## src/hdl/imm_pkg.sv

```systemverilog
// Shared constants and types for the integer matrix multiply block.
`default_nettype none
package imm_pkg;

    localparam int IDX_W   = 3;
    localparam int DIM_W   = 4;
    localparam int FIELD_W = 16;
    localparam int DOT_W   = 35;
    localparam int S_DATA_W = 24;
    localparam int M_DATA_W = 48;

    localparam logic [1:0] ACT_WRITE_A  = 2'd0;
    localparam logic [1:0] ACT_WRITE_B  = 2'd1;
    localparam logic [1:0] ACT_MULTIPLY = 2'd2;

    localparam logic [1:0] REG_ROWS_A    = 2'd0;
    localparam logic [1:0] REG_INNER_DIM = 2'd1;
    localparam logic [1:0] REG_COLS_B    = 2'd2;

    typedef enum logic [2:0] {
        ST_IDLE  = 3'b001,
        ST_RUN   = 3'b010,
        ST_DRAIN = 3'b100
    } state_t;

    typedef struct packed {
        logic             first;
        logic             dot_end;
        logic             last;
        logic [IDX_W-1:0] row;
        logic [IDX_W-1:0] col;
    } tag_t;

endpackage
`default_nettype wire

```

## src/hdl/integer_matrix_multiply_top.sv

```systemverilog
// Top level of the integer matrix multiply block with its element stores and MAC sequencer.
//
//  Channel  Direction  Handshake            Contents
//  s_       in         s_tvalid/s_tready    element write or multiply command
//  m_       out        m_tvalid/m_tready    one element of the product, tlast on the final one
//  cfg_     in         cfg_valid/cfg_ready  size register writes
//
// A multiply issues one product per cycle through the single multiplier and accumulator while
// the output is not stalled, then drains the pipeline before it returns to idle.
// A full output register that is not taken stalls the whole product pipeline.
// Reset is synchronous and active low; the element stores are not cleared.
`default_nettype none
module integer_matrix_multiply_top #(
    parameter int MAX_DIM    = 8,
    parameter int DATA_WIDTH = 16
) (
    input  wire logic                          aclk,
    input  wire logic                          aresetn,
    input  wire logic                          s_tvalid,
    output logic                               s_tready,
    // elem_row [2:0], elem_col [5:3], elem_value [21:6], zero [23:22]
    input  wire logic [imm_pkg::S_DATA_W-1:0]  s_tdata,
    // action [1:0]
    input  wire logic [1:0]                    s_tuser,
    output logic                               m_tvalid,
    input  wire logic                          m_tready,
    // out_row [2:0], out_col [5:3], dot_value [40:6], zero [47:41]
    output logic [imm_pkg::M_DATA_W-1:0]       m_tdata,
    output logic                               m_tlast,
    input  wire logic                          cfg_valid,
    output logic                               cfg_ready,
    input  wire logic [1:0]                    cfg_index,
    input  wire logic [imm_pkg::DIM_W-1:0]     cfg_data
);
    import imm_pkg::*;

    localparam int STORE_DEPTH = MAX_DIM * MAX_DIM;
    localparam int ADDR_W = (STORE_DEPTH > 1) ? $clog2(STORE_DEPTH) : 1;
    localparam int PROD_W = 2 * DATA_WIDTH;

    function automatic logic [IDX_W-1:0] dim_lim(input logic [DIM_W-1:0] d);
        if (d == '0) begin
            return '0;
        end
        if (int'(d) > MAX_DIM) begin
            return IDX_W'(MAX_DIM - 1);
        end
        return IDX_W'(d - DIM_W'(1));
    endfunction

    state_t state_reg, state_next;

    logic [DIM_W-1:0] rows_a_reg, inner_dim_reg, cols_b_reg;
    logic [IDX_W-1:0] lim_m_reg, lim_k_reg, lim_p_reg;
    logic [IDX_W-1:0] i_reg, i_next, j_reg, j_next, t_reg, t_next;

    logic signed [DATA_WIDTH-1:0] mem_a [STORE_DEPTH];
    logic signed [DATA_WIDTH-1:0] mem_b [STORE_DEPTH];
    logic signed [DATA_WIDTH-1:0] rd_a_reg, rd_b_reg;
    logic signed [PROD_W-1:0]     prod_reg;
    logic signed [DOT_W-1:0]      acc_reg;
    logic signed [DOT_W-1:0]      sum;

    logic        v1_reg, v2_reg;
    tag_t        tag0, tag1_reg, tag2_reg;
    logic        issue, stall, start;

    logic [IDX_W-1:0]           in_row, in_col;
    logic signed [FIELD_W-1:0]  in_value;
    logic                       wr_ok, wr_a, wr_b;
    logic [ADDR_W-1:0]          wr_addr, a_addr, b_addr;

    logic                 out_valid_reg;
    logic                 out_last_reg;
    logic [IDX_W-1:0]     out_row_reg, out_col_reg;
    logic [DOT_W-1:0]     out_dot_reg;

    assign in_row   = s_tdata[2:0];
    assign in_col   = s_tdata[5:3];
    assign in_value = s_tdata[21:6];

    assign s_tready  = (state_reg == ST_IDLE);
    assign cfg_ready = 1'b1;
    assign stall     = out_valid_reg && !m_tready;
    assign start     = s_tvalid && s_tready && (s_tuser == ACT_MULTIPLY);

    assign wr_ok   = (int'(in_row) < MAX_DIM) && (int'(in_col) < MAX_DIM);
    assign wr_a    = s_tvalid && s_tready && (s_tuser == ACT_WRITE_A) && wr_ok;
    assign wr_b    = s_tvalid && s_tready && (s_tuser == ACT_WRITE_B) && wr_ok;
    assign wr_addr = ADDR_W'(int'(in_row) * MAX_DIM + int'(in_col));
    assign a_addr  = ADDR_W'(int'(i_reg) * MAX_DIM + int'(t_reg));
    assign b_addr  = ADDR_W'(int'(t_reg) * MAX_DIM + int'(j_reg));

    always_comb begin
        tag0.first   = (t_reg == '0);
        tag0.dot_end = (t_reg == lim_k_reg);
        tag0.last    = (t_reg == lim_k_reg) && (j_reg == lim_p_reg) && (i_reg == lim_m_reg);
        tag0.row     = i_reg;
        tag0.col     = j_reg;
    end

    always_comb begin
        state_next = state_reg;
        i_next     = i_reg;
        j_next     = j_reg;
        t_next     = t_reg;
        issue      = 1'b0;
        unique case (state_reg)
            ST_IDLE: begin
                if (start) begin
                    state_next = ST_RUN;
                    i_next     = '0;
                    j_next     = '0;
                    t_next     = '0;
                end
            end
            ST_RUN: begin
                issue = !stall;
                if (!stall) begin
                    if (t_reg == lim_k_reg) begin
                        t_next = '0;
                        if (j_reg == lim_p_reg) begin
                            j_next = '0;
                            if (i_reg == lim_m_reg) begin
                                i_next     = '0;
                                state_next = ST_DRAIN;
                            end else begin
                                i_next = i_reg + IDX_W'(1);
                            end
                        end else begin
                            j_next = j_reg + IDX_W'(1);
                        end
                    end else begin
                        t_next = t_reg + IDX_W'(1);
                    end
                end
            end
            ST_DRAIN: begin
                if (!v1_reg && !v2_reg) begin
                    state_next = ST_IDLE;
                end
            end
            default: begin
                state_next = ST_IDLE;
            end
        endcase
    end

    always_ff @(posedge aclk) begin
        if (!aresetn) begin
            state_reg     <= ST_IDLE;
            rows_a_reg    <= DIM_W'(3);
            inner_dim_reg <= DIM_W'(3);
            cols_b_reg    <= DIM_W'(5);
            i_reg         <= '0;
            j_reg         <= '0;
            t_reg         <= '0;
            v1_reg        <= 1'b0;
            v2_reg        <= 1'b0;
            out_valid_reg <= 1'b0;
        end else begin
            state_reg <= state_next;
            i_reg     <= i_next;
            j_reg     <= j_next;
            t_reg     <= t_next;
            if (cfg_valid && cfg_ready) begin
                if (cfg_index == REG_ROWS_A) begin
                    rows_a_reg <= cfg_data;
                end
                if (cfg_index == REG_INNER_DIM) begin
                    inner_dim_reg <= cfg_data;
                end
                if (cfg_index == REG_COLS_B) begin
                    cols_b_reg <= cfg_data;
                end
            end
            if (!stall) begin
                v1_reg <= issue;
                v2_reg <= v1_reg;
            end
            if (v2_reg && tag2_reg.dot_end && !stall) begin
                out_valid_reg <= 1'b1;
            end else if (m_tready) begin
                out_valid_reg <= 1'b0;
            end
        end
    end

    always_ff @(posedge aclk) begin
        if (start) begin
            lim_m_reg <= dim_lim(rows_a_reg);
            lim_k_reg <= dim_lim(inner_dim_reg);
            lim_p_reg <= dim_lim(cols_b_reg);
        end
    end

    always_ff @(posedge aclk) begin
        if (wr_a) begin
            mem_a[wr_addr] <= DATA_WIDTH'(in_value);
        end
        if (!stall) begin
            rd_a_reg <= mem_a[a_addr];
        end
    end

    always_ff @(posedge aclk) begin
        if (wr_b) begin
            mem_b[wr_addr] <= DATA_WIDTH'(in_value);
        end
        if (!stall) begin
            rd_b_reg <= mem_b[b_addr];
        end
    end

    assign sum = (tag2_reg.first ? DOT_W'(0) : acc_reg) + DOT_W'(prod_reg);

    always_ff @(posedge aclk) begin
        if (!stall) begin
            tag1_reg <= tag0;
            tag2_reg <= tag1_reg;
            prod_reg <= PROD_W'(rd_a_reg) * PROD_W'(rd_b_reg);
            if (v2_reg) begin
                acc_reg <= sum;
            end
            if (v2_reg && tag2_reg.dot_end) begin
                out_row_reg  <= tag2_reg.row;
                out_col_reg  <= tag2_reg.col;
                out_dot_reg  <= sum;
                out_last_reg <= tag2_reg.last;
            end
        end
    end

    assign m_tvalid = out_valid_reg;
    assign m_tlast  = out_last_reg;
    assign m_tdata  = {(M_DATA_W - DOT_W - 2 * IDX_W)'(0), out_dot_reg, out_col_reg, out_row_reg};

    a_ready_empty: assert property (@(posedge aclk) disable iff (!aresetn)
        s_tready |-> (!v1_reg && !v2_reg))
        else $error("Input taken while products are still in flight.");

    a_last_ends_dot: assert property (@(posedge aclk) disable iff (!aresetn)
        (v2_reg && tag2_reg.last) |-> tag2_reg.dot_end)
        else $error("Final element marked on a partial sum.");

    a_counters_in_range: assert property (@(posedge aclk) disable iff (!aresetn)
        (state_reg == ST_RUN) |->
            (t_reg <= lim_k_reg && j_reg <= lim_p_reg && i_reg <= lim_m_reg))
        else $error("Sequencer counter beyond the configured size.");

    a_stall_holds: assert property (@(posedge aclk) disable iff (!aresetn)
        (stall && v2_reg) |=> (v2_reg && $stable(acc_reg)))
        else $error("Accumulator moved while the output was stalled.");

endmodule
`default_nettype wire

```

## config.mk

```make
export PLATFORM = sky130hd
export DESIGN_NAME = integer_matrix_multiply_top
export DESIGN_NICKNAME = d
export VERILOG_FILES = /design/src/hdl/imm_pkg.sv /design/src/hdl/integer_matrix_multiply_top.sv
export SDC_FILE = /design/constraint.sdc
export NUM_CORES = 2
export LEC_CHECK = 0
export ABC_AREA = 1
export BUFFER_PORTS_ARGS = -buffer_cell sky130_fd_sc_hd__buf_2
export CORE_MARGIN = 4
export CORE_UTILIZATION = 45
export CTS_CLUSTER_DIAMETER = 200
export DETAILED_ROUTE_END_ITERATION = 12
export GPL_TIMING_DRIVEN = 0
export HOLD_SLACK_MARGIN = 0.12
export PLACE_DENSITY = 0.6
export SYNTH_ARGS = -nofsm -noshare
export SYNTH_HDL_FRONTEND = slang
export SYNTH_SLANG_ARGS = --single-unit
```

## constraint.sdc

```tcl
create_clock -name aclk -period 15.15 [get_ports aclk]
set_clock_uncertainty 0.05 [all_clocks]
set_input_delay 0.7575 -clock aclk [delete_from_list [all_inputs] [get_ports aclk]]
set_output_delay 0.7575 -clock aclk [all_outputs]
set_load 0.05 [all_outputs]
```

==> flow_summary.json <==
{
  "status": "finished, violations left",
  "violations": "capacitance limit, slew limit",
  "row_count": 175,
  "gp_congestion": 0.949,
  "rsz0062_at_grt": "false",
  "grt_pass1_vias": 69852,
  "cts.sinks": 2243,
  "reg.largest.list": "mem_a x1024, mem_b x1024",
  "dpl.hpwl_um": 245000,
  "ios": 89,
  "final_cell_mix": "3104 x nand2_1, 2216 x edfxtp_1, 1904 x nand3_1, 635 x inv_1, 364 x buf_2",
  "synth-seq-area-share_pct": 65.1,
  "clockBufferDepth": 3,
  "synth_area_um2": 103000,
  "drt-vias-per-instance": 5.67,
  "numCtsBuffers": 227,
  "cts-root-buf": "clkbuf_16",
  "die_height_um": 486,
  "die_w_um": 486,
  "hold_path.class": "in -> reg",
  "setup_violations": 0,
  "worstSkewPairLatency_ns": 0.90,
  "multi_input_area_um2": 31300,
  "met1_usage_pct": 40.7,
  "crit_path_start": "rd_b_reg[2]",
  "use_met3_pct": 5.42,
  "syn_inst": 9361,
  "vias": 73748,
  "syn_to_final_growth_pct": 14.3,
  "path_cells": "clkbuf_1 -> clkbuf_1 -> nand2_1 -> inv_1 -> fa_1 -> fa_1 -> inv_1 -> fa_1 -> fa_1 -> inv_1 -> fa_1 -> inv_1 -> fa_1 -> inv_1 -> ha_1 -> nand2_1 -> nor2_1 -> inv_1 -> nor2_1 -> nand4_1 -> nand3_1 -> nor2_1 -> nor2_1",
  "min_period_over_period_pct": 45.6,
  "synth_cell_type_count": 41,
  "path_buf_inv": 8,
  "final_common_cell": "nand2_1",
  "drtPass1Iterations": 6,
  "hold_start": "cfg_valid",
  "path_class": "reg -> reg",
  "max_clock_freq_ghz": 0.145,
  "startpoint_type": "register",
  "path_clk_slew_ns": 0.06,
  "timing.slew.headroom_pct": -7.05,
  "finalNetCount": 10219,
  "fin_setup_tns_ns": 0,
  "tightest_slew_ns": 1.59,
  "drt_iter0_markers": 10100,
  "critPathTopFamily": "adder cells",
  "grt-ovfl-total": 0,
  "max_stage_delay_ns": 0.91,
  "dieArea_um2": 237000,
  "maxCapViolations": 2,
  "postSynthAreaPerCell_um2": 11.0,
  "r2r_start": "rd_b_reg[2]",
  "start_util_pct": 45.3,
  "ys_top_cells_by_area": "edfxtp_1 65%, nand2_1 11%, nand3_1 9.3%",
  "cts_tree": "yes",
  "busiest_layer": "met2",
  "core_area_um2": 227000,
  "cpMaxStageDelayCell": "fa_1",
  "dpl_cell_area_um2": 110000,
  "critPathArrivalTime_ns": 7.58,
  "wirelength_um": 349000,
  "grt_usage_pct": 29.1,
  "grt_pass1_wl_um": 496000,
  "finalCriticalPeriod_ns": 6.91,
  "antenna_found_initial": 23,
  "grt_max_degree": 97,
  "final_area_um2": 118000,
  "finalMaxSlewViolations": 9,
  "synth_top_area_share_pct": 64.6,
  "critPathMaxFanout": 10,
  "ys_ff_latch": 2243,
  "drive_gt1_share_pct": 10.8,
  "drc": 0,
  "endpoint_kind": "register",
  "synth_top_area_cell": "edfxtp_1",
  "portBuffers": 78,
  "htree_num_levels": 4,
  "fill_cells": 19804,
  "met2_usage_pct": 45.6,
  "ys_warn_count": 0,
  "hold_violations": 0,
  "register_area_um2": 67100,
  "antenna_left": 0,
  "cts.repair.resized": 0,
  "cp_data_required_time_ns": 15.82,
  "wl_per_cell_um": 26.8
}
[worst min-delay path, cell delays in order]
cell,delay (ns)
buf_2,0.11
nand3_1,0.15
a21oi_1,0.09
[metrics by stage]
step	setup WS [ns]	std cells	hold WS [ns]	utilization (%)
2_1_floorplan	9.35	9367	0.350	-
3_3_place_gp	8.25	12454	0.355	47.1
3_5_place_dp	8.25	12570	0.355	48.3
4_1_cts	8.23	13002	0.144	51.7
5_1_grt	7.82	13004	0.191	51.7
6_report	8.24	13015	0.200	51.7
[logic make-up after synthesis]
family | share of synthesized area, %
buffers and inverters | 5.01
and+or+nand+nor | 22.1
adders and majority gates | 6.61
other | 0.00729
xor gates and xnor gates | 0.425
DFF | 65.1
AOI/OAI and AO/OA | 0.713
[cells in the mapped netlist]
cell      instances
fa_1            263
buf_2           302
o211ai_1          6
clkinv_1          1
o21ai_1           2
inv_1           636
nor3_1           36
nor2_8            1
a31oi_1           2
nor2_1          285
o21bai_1          8
nor3_2            3
nand3_1        1904
and2_1            1
or2_2             8
o22ai_1           1
edfxtp_1       2216
xor2_1           35
nor2_2            1
a21boi_0          3
buf_1            29
xnor2_1          15
a21oi_1          66
buf_4            73
nand3_2           4
a21o_1            5
inv_2             7
nand2_2           2
dfxtp_1          27
conb_1            2
nand2_1        3104
clkbuf_2          1
o21a_1            2
nor4_1            2
nor3b_1           1
buf_6            14
ha_1            123
o21ai_0          39
nand3b_1          5
nand4_1          16
clkbuf_1        110
[metal layers]
| metal | vias up | wire, um |
|---|---|---|
| li1 | 32653 | - |
| met1 | 36400 | 138000 |
| met2 | 4091 | 160000 |
| met3 | 598 | 37400 |
| met4 | 6 | 14100 |
| met5 | - | 32 |
[layout make-up]
cell class	count	share of cell area (%)
inverter	644	2.06
buffer	529	2.33
multi-input combinational	5951	26.6
clock buffer	264	4.94
clock inverter	163	1.52
antenna	12	0.0255
timing repair buffer	200	2.35
tap	3009	3.20
sequential	2243	57.0
[path summary, 6_finish.rpt]
check | endpoint | slack (ns) | cells past startpoint
setup / recovery | prod_reg[24] | 8.24 | 23
hold / removal | cols_b_reg[1] | 0.20 | 3
setup reg to reg | prod_reg[24] | 8.24 | 23
hold reg to reg | tag2_reg[5] | 0.37 | 0
[repair_timing]
| action | in CTS | in global routing |
|---|---|---|
| hold endpoints to repair | 9 | 0 |
| setup buffers | 0 | 0 |
| hold buffers | 5 | 0 |
| endpoints found under the setup margin | 0 | 0 |
Power is not shown: default switching activity piles up to over one toggle a cycle in this logic, so the estimate is an artifact.
